===== src/rtl/ordlst_pkg.sv =====
// Package with shared constants, codes and pointer helpers for the ordered list.
`timescale 1ns / 1ps
`default_nettype none
package ordlst_pkg;

    // List geometry.
    localparam int CAPACITY = 16;
    localparam int IDX_W    = $clog2(CAPACITY);
    localparam int CNT_W    = $clog2(CAPACITY + 1);
    localparam int VAL_W    = 31;

    // Command codes.
    typedef enum logic [1:0] {
        CMD_PUSH_FRONT = 2'd0,
        CMD_PUSH_BACK  = 2'd1,
        CMD_REMOVE     = 2'd2,
        CMD_DUMP       = 2'd3
    } cmd_t;

    // Status codes.
    typedef enum logic [2:0] {
        STS_DONE       = 3'd0,
        STS_FULL       = 3'd1,
        STS_NOT_FOUND  = 3'd2,
        STS_DUMP_ENTRY = 3'd3,
        STS_DUMP_EMPTY = 3'd4
    } status_t;

    // Sequencer states, one-hot.
    typedef enum logic [7:0] {
        ST_IDLE     = 8'b0000_0001,
        ST_SCAN_RD  = 8'b0000_0010,
        ST_SCAN_CMP = 8'b0000_0100,
        ST_SHF_RD   = 8'b0000_1000,
        ST_SHF_WR   = 8'b0001_0000,
        ST_DUMP_RD  = 8'b0010_0000,
        ST_DUMP_OUT = 8'b0100_0000,
        ST_RESP     = 8'b1000_0000
    } state_t;

    // Physical slot of a logical position in the circular store.
    function automatic logic [IDX_W-1:0] slot_of(input logic [IDX_W-1:0] base,
                                                 input logic [CNT_W-1:0] offs);
        logic [CNT_W:0] sum;
        sum = (CNT_W+1)'(base) + (CNT_W+1)'(offs);
        if (sum >= (CNT_W+1)'(CAPACITY)) begin
            sum = sum - (CNT_W+1)'(CAPACITY);
        end
        return IDX_W'(sum);
    endfunction

endpackage
`default_nettype wire


===== src/rtl/ordlst_ram.sv =====
// Generic single-write, single-read RAM with registered read data.
`timescale 1ns / 1ps
`default_nettype none
module ordlst_ram #(
    parameter int WIDTH = 8,
    parameter int DEPTH = 16
) (
    input  wire logic                     clk,
    input  wire logic                     wr_en,
    input  wire logic [$clog2(DEPTH)-1:0] wr_addr,
    input  wire logic [WIDTH-1:0]         wr_data,
    input  wire logic                     rd_en,
    input  wire logic [$clog2(DEPTH)-1:0] rd_addr,
    output logic      [WIDTH-1:0]         rd_data
);

    logic [WIDTH-1:0] mem [DEPTH];

    // Write port and registered read port.
    always_ff @(posedge clk)
    begin
        if (wr_en) begin
            mem[wr_addr] <= wr_data;
        end
        if (rd_en) begin
            rd_data <= mem[rd_addr];
        end
    end

endmodule
`default_nettype wire


===== src/rtl/ordered_list_push_remove.sv =====
// Top level of the bounded ordered list with push, remove and dump commands.
//
// The command channel (cmd_valid, cmd_stall, command, value) takes one beat per
// command; the result channel (rsp_valid, rsp_stall, status, entry, count, last)
// gives one beat for a push or remove and one beat per entry for a dump, or a
// single beat for a dump of an empty list. The final beat of a command has last
// set. The entries live in a circular RAM with a head pointer and a fill count,
// so a push writes one slot. A remove reads the list one entry at a time until
// it finds the value, then moves every later entry down one slot. A dump reads
// one entry and puts it into the output register before it reads the next. The
// RAM's single read port with its registered read data sets this pacing. A new
// command is taken once the previous one has put its final beat into the output
// register. After reset the list is empty and no beat is pending; the RAM
// contents need no clearing. When the receiver stalls, the beat waits in the
// output register and the sequencer holds before it gives its next beat.
`timescale 1ns / 1ps
`default_nettype none
module ordered_list_push_remove (
    input  wire logic                         clk,
    input  wire logic                         rst_n,
    input  wire logic                         cmd_valid,
    output logic                              cmd_stall,
    input  wire logic [1:0]                   command,
    input  wire logic [ordlst_pkg::VAL_W-1:0] value,
    output logic                              rsp_valid,
    input  wire logic                         rsp_stall,
    output logic [2:0]                        status,
    output logic [ordlst_pkg::VAL_W-1:0]      entry,
    output logic [4:0]                        count,
    output logic                              last
);

    localparam int IDX_W = ordlst_pkg::IDX_W;
    localparam int CNT_W = ordlst_pkg::CNT_W;
    localparam int VAL_W = ordlst_pkg::VAL_W;

    ordlst_pkg::state_t  state_reg, state_next;
    logic [IDX_W-1:0]    head_reg, head_next;
    logic [CNT_W-1:0]    fill_reg, fill_next;
    logic [CNT_W-1:0]    pos_reg, pos_next;
    logic [VAL_W-1:0]    key_reg, key_next;
    ordlst_pkg::status_t sts_reg, sts_next;

    logic                rsp_valid_reg, rsp_valid_next;
    ordlst_pkg::status_t rsp_status_reg, rsp_status_next;
    logic [VAL_W-1:0]    rsp_entry_reg, rsp_entry_next;
    logic [4:0]          rsp_count_reg, rsp_count_next;
    logic                rsp_last_reg, rsp_last_next;

    logic                wr_en;
    logic [IDX_W-1:0]    wr_addr;
    logic [VAL_W-1:0]    wr_data;
    logic                rd_en;
    logic [IDX_W-1:0]    rd_addr;
    logic [VAL_W-1:0]    rd_data;

    logic                cmd_take;
    logic                out_free;
    logic                is_full;

    ordlst_ram #(
        .WIDTH (VAL_W),
        .DEPTH (ordlst_pkg::CAPACITY)
    ) u_ram (
        .clk     (clk),
        .wr_en   (wr_en),
        .wr_addr (wr_addr),
        .wr_data (wr_data),
        .rd_en   (rd_en),
        .rd_addr (rd_addr),
        .rd_data (rd_data)
    );

    // Handshake helpers.
    assign cmd_stall = (state_reg != ordlst_pkg::ST_IDLE);
    assign cmd_take  = cmd_valid && !cmd_stall;
    assign out_free  = !rsp_valid_reg || !rsp_stall;
    assign is_full   = (fill_reg == CNT_W'(ordlst_pkg::CAPACITY));

    // Sequencer: commands, list scan, entry shift and dump.
    always_comb
    begin
        state_next      = state_reg;
        head_next       = head_reg;
        fill_next       = fill_reg;
        pos_next        = pos_reg;
        key_next        = key_reg;
        sts_next        = sts_reg;
        rsp_valid_next  = rsp_valid_reg && rsp_stall;
        rsp_status_next = rsp_status_reg;
        rsp_entry_next  = rsp_entry_reg;
        rsp_count_next  = rsp_count_reg;
        rsp_last_next   = rsp_last_reg;
        wr_en           = 1'b0;
        wr_addr         = '0;
        wr_data         = value;
        rd_en           = 1'b0;
        rd_addr         = ordlst_pkg::slot_of(head_reg, pos_reg);

        unique case (state_reg)
            ordlst_pkg::ST_IDLE:
            begin
                if (cmd_take) begin
                    key_next = value;
                    pos_next = '0;
                    unique case (ordlst_pkg::cmd_t'(command))
                        ordlst_pkg::CMD_PUSH_FRONT:
                        begin
                            state_next = ordlst_pkg::ST_RESP;
                            if (is_full) begin
                                sts_next = ordlst_pkg::STS_FULL;
                            end else begin
                                sts_next  = ordlst_pkg::STS_DONE;
                                head_next = (head_reg == '0) ?
                                            IDX_W'(ordlst_pkg::CAPACITY - 1) :
                                            head_reg - IDX_W'(1);
                                wr_en     = 1'b1;
                                wr_addr   = head_next;
                                fill_next = fill_reg + CNT_W'(1);
                            end
                        end
                        ordlst_pkg::CMD_PUSH_BACK:
                        begin
                            state_next = ordlst_pkg::ST_RESP;
                            if (is_full) begin
                                sts_next = ordlst_pkg::STS_FULL;
                            end else begin
                                sts_next  = ordlst_pkg::STS_DONE;
                                wr_en     = 1'b1;
                                wr_addr   = ordlst_pkg::slot_of(head_reg, fill_reg);
                                fill_next = fill_reg + CNT_W'(1);
                            end
                        end
                        ordlst_pkg::CMD_REMOVE:
                        begin
                            state_next = ordlst_pkg::ST_SCAN_RD;
                        end
                        ordlst_pkg::CMD_DUMP:
                        begin
                            if (fill_reg == '0) begin
                                sts_next   = ordlst_pkg::STS_DUMP_EMPTY;
                                state_next = ordlst_pkg::ST_RESP;
                            end else begin
                                state_next = ordlst_pkg::ST_DUMP_RD;
                            end
                        end
                        default:
                        begin
                            state_next = ordlst_pkg::ST_IDLE;
                        end
                    endcase
                end
            end

            // Read the next entry of the search, or give up at the end.
            ordlst_pkg::ST_SCAN_RD:
            begin
                if (pos_reg == fill_reg) begin
                    sts_next   = ordlst_pkg::STS_NOT_FOUND;
                    state_next = ordlst_pkg::ST_RESP;
                end else begin
                    rd_en      = 1'b1;
                    state_next = ordlst_pkg::ST_SCAN_CMP;
                end
            end

            ordlst_pkg::ST_SCAN_CMP:
            begin
                if (rd_data == key_reg) begin
                    sts_next = ordlst_pkg::STS_DONE;
                    if (pos_reg + CNT_W'(1) < fill_reg) begin
                        state_next = ordlst_pkg::ST_SHF_RD;
                    end else begin
                        fill_next  = fill_reg - CNT_W'(1);
                        state_next = ordlst_pkg::ST_RESP;
                    end
                end else begin
                    pos_next   = pos_reg + CNT_W'(1);
                    state_next = ordlst_pkg::ST_SCAN_RD;
                end
            end

            // Move the entry after the gap down by one position.
            ordlst_pkg::ST_SHF_RD:
            begin
                rd_en      = 1'b1;
                rd_addr    = ordlst_pkg::slot_of(head_reg, pos_reg + CNT_W'(1));
                state_next = ordlst_pkg::ST_SHF_WR;
            end

            ordlst_pkg::ST_SHF_WR:
            begin
                wr_en    = 1'b1;
                wr_addr  = ordlst_pkg::slot_of(head_reg, pos_reg);
                wr_data  = rd_data;
                pos_next = pos_reg + CNT_W'(1);
                if (pos_reg + CNT_W'(2) < fill_reg) begin
                    state_next = ordlst_pkg::ST_SHF_RD;
                end else begin
                    fill_next  = fill_reg - CNT_W'(1);
                    state_next = ordlst_pkg::ST_RESP;
                end
            end

            // Dump: read one entry once the output register will be free.
            ordlst_pkg::ST_DUMP_RD:
            begin
                if (out_free) begin
                    rd_en      = 1'b1;
                    state_next = ordlst_pkg::ST_DUMP_OUT;
                end
            end

            ordlst_pkg::ST_DUMP_OUT:
            begin
                rsp_valid_next  = 1'b1;
                rsp_status_next = ordlst_pkg::STS_DUMP_ENTRY;
                rsp_entry_next  = rd_data;
                rsp_count_next  = 5'(fill_reg);
                rsp_last_next   = (pos_reg + CNT_W'(1) == fill_reg);
                pos_next        = pos_reg + CNT_W'(1);
                state_next      = rsp_last_next ? ordlst_pkg::ST_IDLE :
                                                  ordlst_pkg::ST_DUMP_RD;
            end

            // Single status beat.
            ordlst_pkg::ST_RESP:
            begin
                if (out_free) begin
                    rsp_valid_next  = 1'b1;
                    rsp_status_next = sts_reg;
                    rsp_entry_next  = '0;
                    rsp_count_next  = 5'(fill_reg);
                    rsp_last_next   = 1'b1;
                    state_next      = ordlst_pkg::ST_IDLE;
                end
            end

            default:
            begin
                state_next = ordlst_pkg::ST_IDLE;
            end
        endcase
    end

    // Control registers.
    always_ff @(posedge clk or negedge rst_n)
    begin
        if (!rst_n) begin
            state_reg     <= ordlst_pkg::ST_IDLE;
            head_reg      <= '0;
            fill_reg      <= '0;
            pos_reg       <= '0;
            rsp_valid_reg <= 1'b0;
        end else begin
            state_reg     <= state_next;
            head_reg      <= head_next;
            fill_reg      <= fill_next;
            pos_reg       <= pos_next;
            rsp_valid_reg <= rsp_valid_next;
        end
    end

    // Payload registers.
    always_ff @(posedge clk)
    begin
        key_reg        <= key_next;
        sts_reg        <= sts_next;
        rsp_status_reg <= rsp_status_next;
        rsp_entry_reg  <= rsp_entry_next;
        rsp_count_reg  <= rsp_count_next;
        rsp_last_reg   <= rsp_last_next;
    end

    assign rsp_valid = rsp_valid_reg;
    assign status    = rsp_status_reg;
    assign entry     = rsp_entry_reg;
    assign count     = rsp_count_reg;
    assign last      = rsp_last_reg;

    // The list never holds more than its capacity.
    a_fill_bound: assert property (@(posedge clk) disable iff (!rst_n)
        fill_reg <= CNT_W'(ordlst_pkg::CAPACITY))
        else $error("fill count above capacity");

    // A dump beat is only produced into an empty output register.
    a_dump_slot: assert property (@(posedge clk) disable iff (!rst_n)
        state_reg == ordlst_pkg::ST_DUMP_OUT |-> !rsp_valid_reg)
        else $error("dump beat would overwrite a pending beat");

    // A remove that ends with a shift shrinks the list by exactly one.
    a_remove_dec: assert property (@(posedge clk) disable iff (!rst_n)
        state_reg == ordlst_pkg::ST_SHF_WR && state_next == ordlst_pkg::ST_RESP
        |=> fill_reg == $past(fill_reg) - CNT_W'(1))
        else $error("remove did not decrement the fill count");

endmodule
`default_nettype wire

===== config.mk =====
export PLATFORM = sky130hd
export DESIGN_NAME = ordered_list_push_remove
export DESIGN_NICKNAME = d
export VERILOG_FILES = /design/src/rtl/ordlst_pkg.sv /design/src/rtl/ordlst_ram.sv /design/src/rtl/ordered_list_push_remove.sv
export SDC_FILE = /design/constraint.sdc
export NUM_CORES = 1
export LEC_CHECK = 0
export BUFFER_PORTS_ARGS = -buffer_cell sky130_fd_sc_hd__buf_2
export CAP_MARGIN = 10
export CELL_PAD_IN_SITES_DETAIL_PLACEMENT = 1
export CELL_PAD_IN_SITES_GLOBAL_PLACEMENT = 1
export CORE_MARGIN = 2
export CORE_UTILIZATION = 40
export DETAILED_ROUTE_END_ITERATION = 6
export PLACE_DENSITY = 0.67
export SETUP_SLACK_MARGIN = 0.02
export SLEW_MARGIN = 20
export SYNTH_ARGS = -nofsm -noshare
export SYNTH_HDL_FRONTEND = slang
export SYNTH_SLANG_ARGS = --single-unit

===== constraint.sdc =====
create_clock -name clk -period 5.79 [get_ports clk]
set_clock_uncertainty 0.1 [all_clocks]
set_input_delay 1.158 -clock clk [delete_from_list [all_inputs] [get_ports clk]]
set_output_delay 1.158 -clock clk [all_outputs]
set_load 0.02 [all_outputs]

Yosys cells after proc, flatten, opt, wreduce, memory -nomap -nowiden. Memory sizes are Yosys's and may differ from the RTL's. A register that Yosys moved wholly into a read port is not among the register bits. Index checks and enable logic that the tools add are counted.

RAM bits: 496. Register bits after elaboration: 97. Memories kept: 1. Output and inout bits: 42. Bits of input ports: 37. Logic and storage cells: 137.

Memory list: u_ram.mem (words 16, bits a word 31, rd ports 1, clocked after memory_dff 1, wr ports 1, line ordlst_ram.sv:17) `logic [WIDTH-1:0] mem [DEPTH];`.

Bitwise logic cells: 1. Multiplexer cells: 58. Reductions and logical operators: 22. Order comparisons: 5. Equality and inequality tests: 28. Add/subtract/negate cells: 11.

Operators with widths (number): 2-to-1 mux 8 bit (8); case mux 8 bit (8 select lines) (1); 2-to-1 mux 31 bit (2); case mux 31 bit (2 select lines) (1); 2-to-1 mux 5 bit (9); 2-to-1 mux 4 bit (8); equality test 31 bit (1); case mux 5 bit (3 select lines) (2); case mux 8 bit (3 select lines) (1); inequality test 2 bit, second input constant (10); adder 4 x 5 -> 6 bit (3); >= comparator 6 x 5 -> 1 bit, second input constant (3); case mux 4 bit (2 select lines) (2); subtractor 4 x 1 -> 4 bit, second input constant (4); 2-to-1 mux 3 bit (5); case mux 3 bit (2 select lines) (2); adder 5 x 1 -> 5 bit, second input constant (2); equality test 5 bit (2); < comparator 5 bit (2); 2-to-1 mux 1 bit (10); case mux 5 bit (2 select lines) (1); case mux 3 bit (3 select lines) (1); nonzero test 3 bit (3); equality test 8 x 1 -> 1 bit, second input constant (1); 32 further kinds (41).

Depth between registers and ports, before layout.
Depth in word-level cells: 7. Mapped depth: 11. Mapped depth without buffers: 10.

By module. A second synthesis with hierarchy kept.

Cells, all modules: 1256. Area, all modules: 25002.7 µm².

Modules (own cells, without submodules): ordlst_ram (instances 1, area an instance 19558.8 µm², seq. area each 15825.2 µm², cells an instance 812); ordered_list_push_remove (instances 1, area an instance 5444.0 µm², seq. area each 2798.9 µm², cells an instance 444).

Least setup slack after synthesis. No wires, ideal clock.

Kind: input to register. Start: input port cmd_valid. End: memory u_ram.mem[11][0] in the netlist's numbering, enable pin. Stages: 6. Buffers on the path: 0. Arrival: 4.343 ns. Data required time: 5.232 ns. Library setup time: 0.458 ns. Slack: 0.889 ns. Cells stage by stage: nor2b_1 > a21boi_0 > o2111ai_1 > o21ai_0 > nand2b_1 > nor3_1.

Cells in the longest elaborated chain, start to end: 5. Elaborated cells on any way between the ends: 7. Those cells by class: 6 x mux; 1 x reduce/logical.

Ends and longest elaborated chain: start: declaration (line ordered_list_push_remove.sv:21) `input wire logic cmd_valid,`; logical AND 1 bit (*) (line ordered_list_push_remove.sv:76) `assign cmd_take = cmd_valid && !cmd_stall;`; 2-to-1 mux 1 bit (line ordered_list_push_remove.sv:103) `if (cmd_take) begin`; case mux 1 bit (2 select lines) (line ordered_list_push_remove.sv:100) `unique case (state_reg)`; 2-to-1 mux 1 bit (line ordlst_ram.sv:22) `if (wr_en) begin`; 2-to-1 mux 1 bit (implied by the code) (line ordlst_ram.sv:23) `mem[wr_addr] <= wr_data;`; end: declaration (line ordlst_ram.sv:17).

Every way passes the cells marked *; elsewhere a longest branch is shown, timed or not.

Worst setup path after layout.
Start: register head_reg[1]. End: memory u_ram.mem[2][10] in the netlist's numbering, enable pin.

Cells in the longest elaborated chain, start to end: 7. Elaborated cells on any way between the ends: 16. Those cells by class: 5 x add/sub; 2 x order compare; 8 x mux; 1 x reduce/logical.

Ends and longest elaborated chain: start: declaration (line ordered_list_push_remove.sv:38) `logic [IDX_W-1:0] head_reg, head_next;`; start signal: assignment (line ordered_list_push_remove.sv:257) `head_reg <= head_next;`; adder 4 x 5 -> 6 bit (line ordlst_pkg.sv:45) `sum = (CNT_W+1)'(base) + (CNT_W+1)'(offs);`; >= comparator 6 x 5 -> 1 bit or subtractor 4 x 1 -> 4 bit (tied branches) (line ordlst_pkg.sv:46, ordlst_pkg.sv:47); 2-to-1 mux 4 bit (line ordlst_pkg.sv:46) `if (sum >= (CNT_W+1)'(CAPACITY)) begin`; 2-to-1 mux 4 bit (line ordered_list_push_remove.sv:125) `if (is_full) begin`; case mux 4 bit (2 select lines) (line ordered_list_push_remove.sv:106) `unique case (ordlst_pkg::cmd_t'(command))`; 2-to-1 mux 4 bit (line ordered_list_push_remove.sv:103); case mux 4 bit (2 select lines) (*) (line ordered_list_push_remove.sv:100).

Marks and branches as above.

==> impl_metrics.yaml <==
power_and_ir_drop:
  p_comb_share_pct: 40.1
  internal_power_mw: 10.2
  leakage_nw: 11.7
  switching_share_pct: 39.2
  ir_drop_uv: 750
  finalPower_mw: 16.7
  switchingPower_mw: 6.57
  seqPwrFrac_pct: 34.4
  powerDensity_nw_per_um2: 522
  p_clk_share_pct: 25.5
synth:
  postSynthCellCount: 2145
  async_reset_ff_share_pct: 3.69
  syn_area_sq_um: 28400
  ys_ff_latch: 624
  synth_cell_types: 72
  yosysTopAreaCell: "edfxtp_1"
  avgSynthCellArea_sq_um: 13.2
  synth-warning-count: 0
  synth_top_area_share_pct: 63.6
  synth_nets: 2211
  synth_flop_cell: "edfxtp_1"
  synth_edf_count: 601
  synthTopCellsByArea: "edfxtp_1 (64%), mux2i_1 (7.9%), nand2_1 (4.3%)"
  seq_area_frac_synth_pct: 65.7
cells_and_area:
  layout-drive-gt1-share_pct: 13.4
  areaGrowthSynthToFinish_pct: 13.2
  top_register: "u_ram.mem"
  nNetsFinal: 2262
  antenna_cells: 0
  largest_reg_flops: 496
  n_fill_cell: 7161
  fin_cells: 3187
timing:
  hold_violations: 0
  max_freq_mhz: 230
  post-route-period-util_pct: 75.2
  setup_tns_ps: 0
  rsz0062_at_grt: "false"
  slew_headroom_pct: 25.4
  setup_viol: 0
  period_minus_slack_ps: 4360
  worst_pin_slew_ps: 1120
  drv_slew: 0
die:
  start_util_pct: 40.4
  core-area_sq_um: 70100
  rows: 97
  ios: 79
  die_area_sq_um: 73100
  die_h_um: 270
  chipWidth_um: 270
detailed_routing:
  drt_pass1_iterations: 5
  vias: 18800
  routed_wl_um: 86700
  vias_per_cell: 5.90
  drt_iter0_markers: 1756
  drc: 0
  wl_per_cell_um: 27.2
  ant_nets: 0
clock_tree:
  clk_pin_slew_ps: 60
  ctsResizeCount: 0
  tritoncts: "yes"
  postCtsHoldBufs: 0
  cts_setup_buffers: 0
  clk_latency_ps: 610
  clock_path_buffers: 3
  cts_buffers: 67
  h-tree-depth: 3
  cts_root_buf: "clkbuf_16"
  cts.sinks: 624
setup_path:
  cp-start-kind: "flip-flop"
  worstPathMaxFanout: 21
  critPathKind: "flip-flop to flip-flop"
  cp-end-kind: "flip-flop"
  arrival_ps: 4550
  required_ps: 5980
global_route:
  grt_max_degree: 126
  antenna_found_initial: 2
  overflow: 0
  grt_usage_pct: 23.5
  grt_pass1_wl_um: 128000
  grt_pass1_vias: 19600
placement:
  dp_cells: 3067
  hpwlAfterDp_um: 50100
  numPortBuffers: 78
  place_congestion: 0.835
hold_path:
  min_path_type: "flip-flop to flip-flop"
outcome:
  status: "finished clean"
run:
  drv_cap: 0
-- layout make-up --
class / instances / area, sq um / area share (%)
repair buffers: 122 / 808 / 2.52
flip-flops and latches: 624 / 18600 / 58.0
well taps: 940 / 1180 / 3.66
multi-input cells: 1359 / 9270 / 28.9
clock buffers: 85 / 1740 / 5.43
inverters: 22 / 85.1 / 0.265
clock inverters: 35 / 390 / 1.22
-- per-layer routing --
layer / GRT usage (%) / routed length (um)
met5: 0 / 0
met4: 5.83 / 1750
met3: 3.81 / 5220
met2: 39.3 / 41600
met1: 32.0 / 38100
-- synth_stat cells (3+ instances only) --
library cell / count
buf_1: 3
and2_1: 36
o22ai_1: 3
buf_4: 6
nor3b_1: 3
nand4_1: 7
clkbuf_1: 60
ha_1: 25
a41o_1: 31
dfrtp_1: 22
edfxtp_1: 601
or2_2: 4
inv_1: 21
mux2i_1: 225
a32oi_1: 93
mux2_2: 34
nor3_1: 13
and3_1: 9
xnor2_1: 43
o21ai_0: 57
nor4_1: 6
o21ai_1: 18
a221o_1: 3
nor2b_1: 5
a21oi_1: 16
nor2_1: 150
nand2_1: 328
nand3_1: 144
a2bb2oi_1: 31
a21o_1: 7
xor2_1: 15
buf_2: 67
nand3b_1: 3
o31ai_1: 3
fa_1: 4
-- through the flow --
stage	hold WS [ps]	area [sq um]	setup slack [ps]	util, %
after floorplan	382	28400	889	-
after global placement	394	29900	1320	42.6
after detailed placement	407	30000	1230	42.7
after CTS	420	32100	1370	45.8
after global routing	442	32100	1260	45.8
final	425	32100	1430	45.8
-- final timing paths --
kind                                          from                         end  slack [ps]  cells after the start
hold / removal                sts_reg[0]$_DFFE_PP_     status[0]$_SDFFCE_PP1P_         420                      1
setup reg to reg           head_reg[1]$_DFFE_PN0P_  u_ram.mem[2][10]$_DFFE_PP_        1430                      7
hold reg to reg               sts_reg[0]$_DFFE_PP_     status[0]$_SDFFCE_PP1P_         420                      1
setup / recovery           head_reg[1]$_DFFE_PN0P_  u_ram.mem[2][10]$_DFFE_PP_        1430                      7
min in group asynchronous                    rst_n    state_reg[1]$_DFFE_PN0P_         460                      1
max in group asynchronous                    rst_n     fill_reg[3]$_DFFE_PN0P_        4700                      1
-- worst max-delay path, cell delays in order (launching register included) --
cell	delay [ps]
dfrtp_1	580
inv_1	150
fa_1	610
xor2_4	710
o21ai_0	380
nand3b_1	390
nor2_4	730
buf_4	370
-- layout by cell type (no fill, tap or decap), types with 7 or more instances in the layout --
| cell type | n |
|---|---|
| a21o_1 | 7 |
| a21oi_1 | 14 |
| a2bb2oi_1 | 31 |
| a32oi_1 | 93 |
| a41o_1 | 31 |
| and2_1 | 35 |
| buf_12 | 7 |
| buf_2 | 78 |
| buf_4 | 37 |
| bufinv_16 | 7 |
| clkbuf_1 | 18 |
| clkbuf_16 | 67 |
| clkinv_1 | 13 |
| dfrtp_1 | 22 |
| edfxtp_1 | 601 |
| ha_1 | 25 |
| inv_1 | 21 |
| mux2_2 | 34 |
| mux2i_1 | 223 |
| nand2_1 | 327 |
| nand3_1 | 143 |
| nand4_1 | 7 |
| nor2_1 | 141 |
| nor2_4 | 9 |
| nor3_1 | 8 |
| o21ai_0 | 56 |
| o21ai_1 | 18 |
| xnor2_1 | 41 |
| xor2_1 | 13 |
-- logic make-up (layout without fill, tap and decap cells) --
kind of cell	count (synthesis)	in the layout	share of synthesized area, %
fa+ha+maj	29	29	1.39
xor+xnor	60	60	1.95
flops	624	624	65.7
buf+inv	162	264	2.59
compound gates	285	285	7.66
simple gates	726	726	11.5
mux	259	259	9.29
-- power groups by stage --
stage	sequential [mW]	combinational, mW	clock, mW
finish	5.76	6.71	4.28
CTS	5.76	6.68	4.34
floorplan	5.80	4.40	0
detailed placement	5.85	6.63	0
global placement	5.84	6.42	0
global route	5.80	7.16	4.51
(Power assumes the default switching activity.)
